`config.mk`:
```
export PLATFORM = sky130hd
export DESIGN_NAME = interval_timer_registers
export DESIGN_NICKNAME = d
export VERILOG_FILES = /design/src/hdl/itr_pkg.sv /design/src/hdl/itr_in_stage.sv /design/src/hdl/itr_core.sv /design/src/hdl/itr_out_stage.sv /design/src/hdl/interval_timer_registers.sv
export SDC_FILE = /design/constraint.sdc
export NUM_CORES = 1
export LEC_CHECK = 0
export BUFFER_PORTS_ARGS = -buffer_cell sky130_fd_sc_hd__buf_4
export CORE_MARGIN = 2
export CORE_UTILIZATION = 30
export DETAILED_ROUTE_END_ITERATION = 7
export SLEW_MARGIN = 20
export SYNTH_ARGS = -nofsm -noshare
export SYNTH_HDL_FRONTEND = slang
export SYNTH_SLANG_ARGS = --single-unit
```
`constraint.sdc`:
```
create_clock -name clk_i -period 2.6 [get_ports clk_i]
set_input_delay 0.78 -clock clk_i [delete_from_list [all_inputs] [get_ports clk_i]]
set_output_delay 0.78 -clock clk_i [all_outputs]
set_load 0.01 [all_outputs]
```
`src/hdl/itr_pkg.sv`:
```
// ----------------------------------------------------------------------------
// itr_pkg
// Shared types and constants for the interval timer register block.
// ----------------------------------------------------------------------------
package itr_pkg;

  localparam int unsigned FuncW  = 2;
  localparam int unsigned IndexW = 3;
  localparam int unsigned HalfW  = 16;
  localparam int unsigned CountW = 2 * HalfW;

  // Item kinds; the fourth code does nothing
  typedef enum logic [FuncW-1:0] {
    FUNC_TICK  = 2'd0,
    FUNC_READ  = 2'd1,
    FUNC_WRITE = 2'd2
  } func_e;

  // Register word offsets; the two top offsets are unused
  typedef enum logic [IndexW-1:0] {
    REG_STATUS  = 3'd0,
    REG_CONTROL = 3'd1,
    REG_PER_LO  = 3'd2,
    REG_PER_HI  = 3'd3,
    REG_SNAP_LO = 3'd4,
    REG_SNAP_HI = 3'd5
  } reg_e;

  // Status bit positions
  localparam int unsigned StTimeoutBit = 0;
  localparam int unsigned StRunBit     = 1;

  // Control bit positions
  localparam int unsigned CtItoBit   = 0;
  localparam int unsigned CtContBit  = 1;
  localparam int unsigned CtStartBit = 2;
  localparam int unsigned CtStopBit  = 3;

  typedef struct packed {
    logic [FuncW-1:0]  func;
    logic [IndexW-1:0] reg_index;
    logic [HalfW-1:0]  write_data;
  } item_t;

  typedef struct packed {
    logic [HalfW-1:0] read_data;
    logic             irq;
    logic             timed_out;
  } result_t;

endpackage

```
`src/hdl/itr_in_stage.sv`:
```
// ----------------------------------------------------------------------------
// itr_in_stage
// Input register: holds one accepted beat until the core moves it on.
// ----------------------------------------------------------------------------
module itr_in_stage import itr_pkg::*; (
  input  logic  clk_i,
  input  logic  rst_ni,
  input  logic  in_valid_i,
  output logic  in_stall_o,
  input  item_t item_i,
  input  logic  move_i,
  output logic  valid_o,
  output item_t item_o
);

  logic  valid_q, valid_d;
  item_t item_q;
  logic  accept;

  // Stall only while a held beat cannot move on
  assign in_stall_o = valid_q & ~move_i;
  assign accept     = in_valid_i & ~in_stall_o;

  always_comb begin
    valid_d = valid_q;
    if (accept) begin
      valid_d = 1'b1;
    end else if (move_i) begin
      valid_d = 1'b0;
    end
  end

  always_ff @(posedge clk_i or negedge rst_ni) begin
    if (!rst_ni) begin
      valid_q <= 1'b0;
    end else begin
      valid_q <= valid_d;
    end
  end

  // Capture the payload on accept
  always_ff @(posedge clk_i) begin
    if (accept) begin
      item_q <= item_i;
    end
  end

  assign valid_o = valid_q;
  assign item_o  = item_q;

endmodule

```
`src/hdl/itr_core.sv`:
```
// ----------------------------------------------------------------------------
// itr_core
// Timer state and register file; applies one item per move.
// ----------------------------------------------------------------------------
module itr_core import itr_pkg::*; (
  input  logic    clk_i,
  input  logic    rst_ni,
  input  logic    move_i,
  input  item_t   item_i,
  output result_t result_o
);

  logic              timeout_q, timeout_d;
  logic              running_q, running_d;
  logic              ito_q, ito_d;
  logic              cont_q, cont_d;
  logic [HalfW-1:0]  per_lo_q, per_lo_d;
  logic [HalfW-1:0]  per_hi_q, per_hi_d;
  logic [HalfW-1:0]  snap_lo_q, snap_lo_d;
  logic [HalfW-1:0]  snap_hi_q, snap_hi_d;
  logic [CountW-1:0] count_q, count_d;

  logic              expire;
  logic [HalfW-1:0]  rd;
  logic              timed_out;
  logic              run_mid;

  // Expiry when counter is zero or one
  assign expire = (count_q[CountW-1:1] == '0);

  // Compute the next state and result for the held item
  always_comb begin
    timeout_d = timeout_q;
    running_d = running_q;
    ito_d     = ito_q;
    cont_d    = cont_q;
    per_lo_d  = per_lo_q;
    per_hi_d  = per_hi_q;
    snap_lo_d = snap_lo_q;
    snap_hi_d = snap_hi_q;
    count_d   = count_q;
    rd        = '0;
    timed_out = 1'b0;
    run_mid   = running_q;

    case (item_i.func)
      FUNC_TICK: begin
        if (running_q) begin
          if (expire) begin
            timed_out = 1'b1;
            timeout_d = 1'b1;
            if (cont_q) begin
              count_d = {per_hi_q, per_lo_q};
            end else begin
              count_d   = '0;
              running_d = 1'b0;
            end
          end else begin
            count_d = count_q - CountW'(1);
          end
        end
      end
      FUNC_READ: begin
        case (item_i.reg_index)
          REG_STATUS: begin
            rd[StTimeoutBit] = timeout_q;
            rd[StRunBit]     = running_q;
          end
          REG_CONTROL: begin
            rd[CtItoBit]  = ito_q;
            rd[CtContBit] = cont_q;
          end
          REG_PER_LO:  rd = per_lo_q;
          REG_PER_HI:  rd = per_hi_q;
          REG_SNAP_LO: rd = snap_lo_q;
          REG_SNAP_HI: rd = snap_hi_q;
          default:     rd = '0;
        endcase
      end
      FUNC_WRITE: begin
        case (item_i.reg_index)
          REG_STATUS: begin
            timeout_d = 1'b0;
          end
          REG_CONTROL: begin
            ito_d  = item_i.write_data[CtItoBit];
            cont_d = item_i.write_data[CtContBit];
            // Start acts first, then stop
            if (item_i.write_data[CtStartBit] && !running_q) begin
              count_d = {per_hi_q, per_lo_q};
              run_mid = 1'b1;
            end
            running_d = run_mid & ~item_i.write_data[CtStopBit];
          end
          REG_PER_LO: begin
            per_lo_d = item_i.write_data;
            if (running_q) begin
              count_d = {per_hi_q, item_i.write_data};
            end
          end
          REG_PER_HI: begin
            per_hi_d = item_i.write_data;
            if (running_q) begin
              count_d = {item_i.write_data, per_lo_q};
            end
          end
          REG_SNAP_LO, REG_SNAP_HI: begin
            snap_lo_d = count_q[HalfW-1:0];
            snap_hi_d = count_q[CountW-1:HalfW];
          end
          default: ;
        endcase
      end
      default: ;
    endcase
  end

  assign result_o.read_data = rd;
  assign result_o.irq       = timeout_d & ito_d;
  assign result_o.timed_out = timed_out;

  // Commit the state when the item moves on
  always_ff @(posedge clk_i or negedge rst_ni) begin
    if (!rst_ni) begin
      timeout_q <= 1'b0;
      running_q <= 1'b0;
      ito_q     <= 1'b0;
      cont_q    <= 1'b0;
      per_lo_q  <= '0;
      per_hi_q  <= '0;
      snap_lo_q <= '0;
      snap_hi_q <= '0;
      count_q   <= '0;
    end else if (move_i) begin
      timeout_q <= timeout_d;
      running_q <= running_d;
      ito_q     <= ito_d;
      cont_q    <= cont_d;
      per_lo_q  <= per_lo_d;
      per_hi_q  <= per_hi_d;
      snap_lo_q <= snap_lo_d;
      snap_hi_q <= snap_hi_d;
      count_q   <= count_d;
    end
  end

endmodule

```
`src/hdl/itr_out_stage.sv`:
```
// ----------------------------------------------------------------------------
// itr_out_stage
// Result register: presents one result beat and holds it while stalled.
// ----------------------------------------------------------------------------
module itr_out_stage import itr_pkg::*; (
  input  logic    clk_i,
  input  logic    rst_ni,
  input  logic    src_valid_i,
  input  result_t result_i,
  output logic    move_o,
  output logic    out_valid_o,
  input  logic    out_stall_i,
  output result_t result_o
);

  logic    valid_q, valid_d;
  result_t result_q;

  // Advance when the register is free or being drained
  assign move_o = src_valid_i & (~valid_q | ~out_stall_i);

  always_comb begin
    valid_d = valid_q;
    if (move_o) begin
      valid_d = 1'b1;
    end else if (!out_stall_i) begin
      valid_d = 1'b0;
    end
  end

  always_ff @(posedge clk_i or negedge rst_ni) begin
    if (!rst_ni) begin
      valid_q <= 1'b0;
    end else begin
      valid_q <= valid_d;
    end
  end

  always_ff @(posedge clk_i) begin
    if (move_o) begin
      result_q <= result_i;
    end
  end

  assign out_valid_o = valid_q;
  assign result_o    = result_q;

endmodule

```
`src/hdl/interval_timer_registers.sv`:
```
// ----------------------------------------------------------------------------
// interval_timer_registers
// Down-counting interval timer behind six 16-bit registers.
// ----------------------------------------------------------------------------
// Usage:
//   The input channel (in_valid_i / in_stall_o) carries one beat per item:
//   a clock tick, a register read or a register write, chosen by func_i.
//   The output channel (out_valid_o / out_stall_i) returns exactly one
//   result beat per item, in order: read data, interrupt level and expiry.
//   An accepted beat waits in the input register, then is applied and lands
//   in the result register once that register is free or being drained.
//   Throughput is one item per cycle while the output is not stalled: the
//   held item updates the timer state and the result register in the same
//   cycle, so a new beat can be taken every cycle while the output drains.
//   When the receiver stalls, the result register holds its beat, the input
//   register fills, and then in_stall_o rises until the result is taken.
//   Reset clears both stages and all timer state: stopped, no timeout,
//   interrupt disabled, one-shot mode, period, snapshot and count zero.
// ----------------------------------------------------------------------------
module interval_timer_registers import itr_pkg::*; (
  input  logic              clk_i,
  input  logic              rst_ni,
  input  logic              in_valid_i,
  output logic              in_stall_o,
  input  logic [FuncW-1:0]  func_i,
  input  logic [IndexW-1:0] reg_index_i,
  input  logic [HalfW-1:0]  write_data_i,
  output logic              out_valid_o,
  input  logic              out_stall_i,
  output logic [HalfW-1:0]  read_data_o,
  output logic              irq_o,
  output logic              timed_out_o
);

  item_t   in_item;
  item_t   held_item;
  logic    held_valid;
  logic    move;
  result_t core_result;
  result_t out_result;

  assign in_item.func       = func_i;
  assign in_item.reg_index  = reg_index_i;
  assign in_item.write_data = write_data_i;

  // Hold the accepted beat
  itr_in_stage u_in (
    .clk_i      (clk_i),
    .rst_ni     (rst_ni),
    .in_valid_i (in_valid_i),
    .in_stall_o (in_stall_o),
    .item_i     (in_item),
    .move_i     (move),
    .valid_o    (held_valid),
    .item_o     (held_item)
  );

  // Apply the item to the timer state
  itr_core u_core (
    .clk_i    (clk_i),
    .rst_ni   (rst_ni),
    .move_i   (move),
    .item_i   (held_item),
    .result_o (core_result)
  );

  // Register the result beat
  itr_out_stage u_out (
    .clk_i       (clk_i),
    .rst_ni      (rst_ni),
    .src_valid_i (held_valid),
    .result_i    (core_result),
    .move_o      (move),
    .out_valid_o (out_valid_o),
    .out_stall_i (out_stall_i),
    .result_o    (out_result)
  );

  assign read_data_o = out_result.read_data;
  assign irq_o       = out_result.irq;
  assign timed_out_o = out_result.timed_out;

endmodule

```
==> impl_metrics.yaml <==
cells_and_area:
  multi_input_area_um2: 3099
  final_net_count: 737
  drive_gt1_share_pct: 29.26
  num_antenna_cells: 0
  fillers: 2243
  post-route-util_pct: 37.97
  seqCellArea_um2: 3724
  fin_area_um2: 8622
  area.growth.synth_to_final_pct: 23.52
worst_setup_path:
  r2r_start: "u_core.count_q[7]"
  reg2reg_slack_ns: 0.03
  start_kind: "flip-flop"
  r2r_cells: 7
  cpPeakStageDelay_ns: 0.59
  worstSetupPathType: "flip-flop to flip-flop"
  worst_r2r_endpoint: "u_core.count_q[23]"
  cp_slowest_cell: "or4_1"
  required_ns: 2.89
  path_cells: "or4_1 -> or3_4 -> buf_4 -> o31ai_1 -> a21oi_1 -> a31oi_1 -> o21ai_0"
  end_kind: "flip-flop"
  arrival_ns: 2.86
  crit_path_max_fanout: 6
pwr:
  swShare_pct: 28.53
  seq_power_share_pct: 47.2
  p_switching_mw: 1.786
  p_leak_nw: 3.591
  p_int_mw: 4.473
  ir_drop_mv: 0.3034
  clockPowerShare_pct: 36.7
  powerDensity_nw_per_um2: 725.9
  pwr-share-comb_pct: 16.1
synth:
  synth_cell_types: 60
  synth_ff_type: "dfrtp_1"
  synthCells: 618
  synth_edf_count: 39
  postSynthAreaPerCell_um2: 11.30
  synth_commonest_cells: "dfrtp_1 (102), mux2_2 (64), nand2_1 (46)"
  ys_seq_elements: 141
  async_flop_share_pct: 72.34
  synth.most_common_cell: "dfrtp_1"
  yosysSeqAreaShare_pct: 53.34
  synth_nets: 647
  synth_top_area_cell: "dfrtp_1"
  synthTopCellsByArea: "dfrtp_1 (37%), edfxtp_1 (17%), mux2_2 (10%)"
  synth_top_area_share_pct: 36.57
  yosysWarnings: 0
  syn_area_um2: 6980
timing:
  setup_slack_ns: 0.03224
  tightest_slew_ns: 0.7041
  hold_viol: 0
  max_freq_mhz: 389.4
  rsz0062_at_grt: "true"
  slew_violations: 0
  slew_headroom_pct: 53.05
  skew_ns: 0.007459
  finalCritPeriodShare_pct: 98.76
  fin_crit_ns: 2.568
  setup_violations: 0
clock_network:
  numCtsBuffers: 17
  cts.root.buffer_cell: "clkbuf_16"
  cts_setup_buffers: 0
  cts.repair.resized: 0
  hold_buffers: 0
  clock_latency_ns: 0.43
  clk_pin_slew_worst_paths_ns: 0.06
  cts_tree: "done"
  clock_path_buffers: 2
  cts.sink_count: 141
  htreeDepth: 4
global_routing:
  grt_max_degree: 47
  gr-total-overflow: 0
  grt_util_all_layers_pct: 17.50
  grt_pass1_vias: 5256
  grt_pass1_wl_um: 32210
  antenna_found_initial: 0
die:
  die_y_um: 156.5
  boundaryPins: 45
  die_w_um: 156.5
  start_util_pct: 30.74
  coreArea_um2: 22710
  die-area_um2: 24500
  rows: 55
run:
  maxCapViolations: 0
route:
  drt_iter0_markers: 547
  drt_pass1_iterations: 5
  avgViaCountPerCell: 5.489
  wl_per_cell_um: 20.43
  wl_um: 20550
  vias: 5522
  ant_nets: 0
  drc: 0
place:
  dpl-instance-area_um2: 8064
  io_buffer_count: 44
  place_ws_ns: 0.05167
  hpwl_um: 14800
  place_congestion: 0.9314
worst_hold_path:
  hp-class: "primary input to asynchronous set/reset pin"
run_status:
  status: "complete, no violations"
## sequential cells by signal, indices dropped and copies added, names as in the netlist
register,count
u_core.cont_q,1
u_core.count_q,32
u_core.running_q,1
u_out.out_valid_o,1
u_in.valid_o,1
u_core.ito_q,1
u_out.result_o,18
u_core.snap_lo_q,16
u_core.per_lo_q,16
u_core.timeout_q,1
u_core.per_hi_q,16
u_in.item_o,21
u_core.snap_hi_q,16
## power by group through the flow
stage                     Combinational (mW)  Sequential, mW  Clock (mW)
after floorplan                        0.652            2.85           0
after detailed placement                1.00            2.99           0
after CTS                               1.01            2.95        2.35
after global placement                 0.988            2.98           0
final                                   1.01            2.96        2.30
after global routing                    1.10            3.00        2.45
## cell usage in the layout, fill, tap and decap left out, types with 7 or more instances in the layout
cell / count
nor4_1: 9
edfxtp_1: 39
buf_4: 99
inv_1: 11
mux2_2: 64
clkbuf_16: 18
nand2_1: 46
a21oi_1: 24
nor3_1: 19
o21ai_0: 33
a32oi_1: 8
and2_1: 19
a221oi_1: 11
dfrtp_1: 102
a31oi_1: 7
nand3_1: 18
nor2_1: 33
o22ai_1: 18
mux2i_1: 31
## stage by stage
step           hold slack (ns)  cells  setup TNS, ns  power [mW]
3_3_place_gp            0.4558    974              0       3.964
3_5_place_dp            0.4675    974              0       3.990
5_1_grt                 0.3333   1006       -0.02154       6.548
4_1_cts                 0.3097   1006              0       6.307
2_1_floorplan           0.4407    618              0       3.504
6_report                0.3058   1006              0       6.258
## area by class of cell
cell class	count	share of cell area, %
flip-flops and latches	141	43.19
well taps	285	4.136
inverters	11	0.4789
clock inverters	8	0.6385
multi-input cells	433	35.95
repair buffers	104	9.781
clock buffers	24	5.834
## how the worst max path moves through the flow
stage	start	to	slack, ns	depth (start not counted)
2_1_floorplan	u_core.count_q[7]	u_core.count_q[18]	0.06	8
3_3_place_gp	u_core.count_q[7]	u_core.count_q[25]	0.05	7
3_5_place_dp	out_stall_i	u_core.count_q[28]	0.05	7
4_1_cts	u_core.count_q[7]	u_core.count_q[28]	0.05	7
5_1_grt	u_core.count_q[7]	u_core.count_q[21]	-0.02	7
6_report	u_core.count_q[7]	u_core.count_q[23]	0.03	7
## metal layers
metal,up-vias,global-route usage [%],share of wire (%)
li1,2532,-,-
met1,2750,25.75,47
met2,206,25.32,44
met3,32,3.572,6.8
met4,2,5.854,2.1
met5,-,2.277,0.34
## kinds of logic (layout without fill, tap and decap cells)
| group | after synthesis | after routing | share of synthesized area (%) |
|---|---|---|---|
| multiplexers | 96 | 96 | 15.09 |
| buffers and inverters | 44 | 147 | 2.563 |
| XOR/XNOR | 2 | 2 | 0.2510 |
| flip-flops | 141 | 141 | 53.34 |
| AND/OR/NAND/NOR | 179 | 179 | 13.07 |
| adder cells (fa/ha/maj) | 4 | 4 | 0.7170 |
| AO/OA/AOI/OAI | 152 | 152 | 14.97 |
## worst max-delay path, delay by kind of cell, from the launching register on
family,cells,cell delay [ns]
DFF,1,0.38
buffers and inverters,1,0.18
and+or+nand+nor,2,1.07
AOI/OAI and AO/OA,4,0.79
Note: power is estimated with default switching activity, not from simulation.
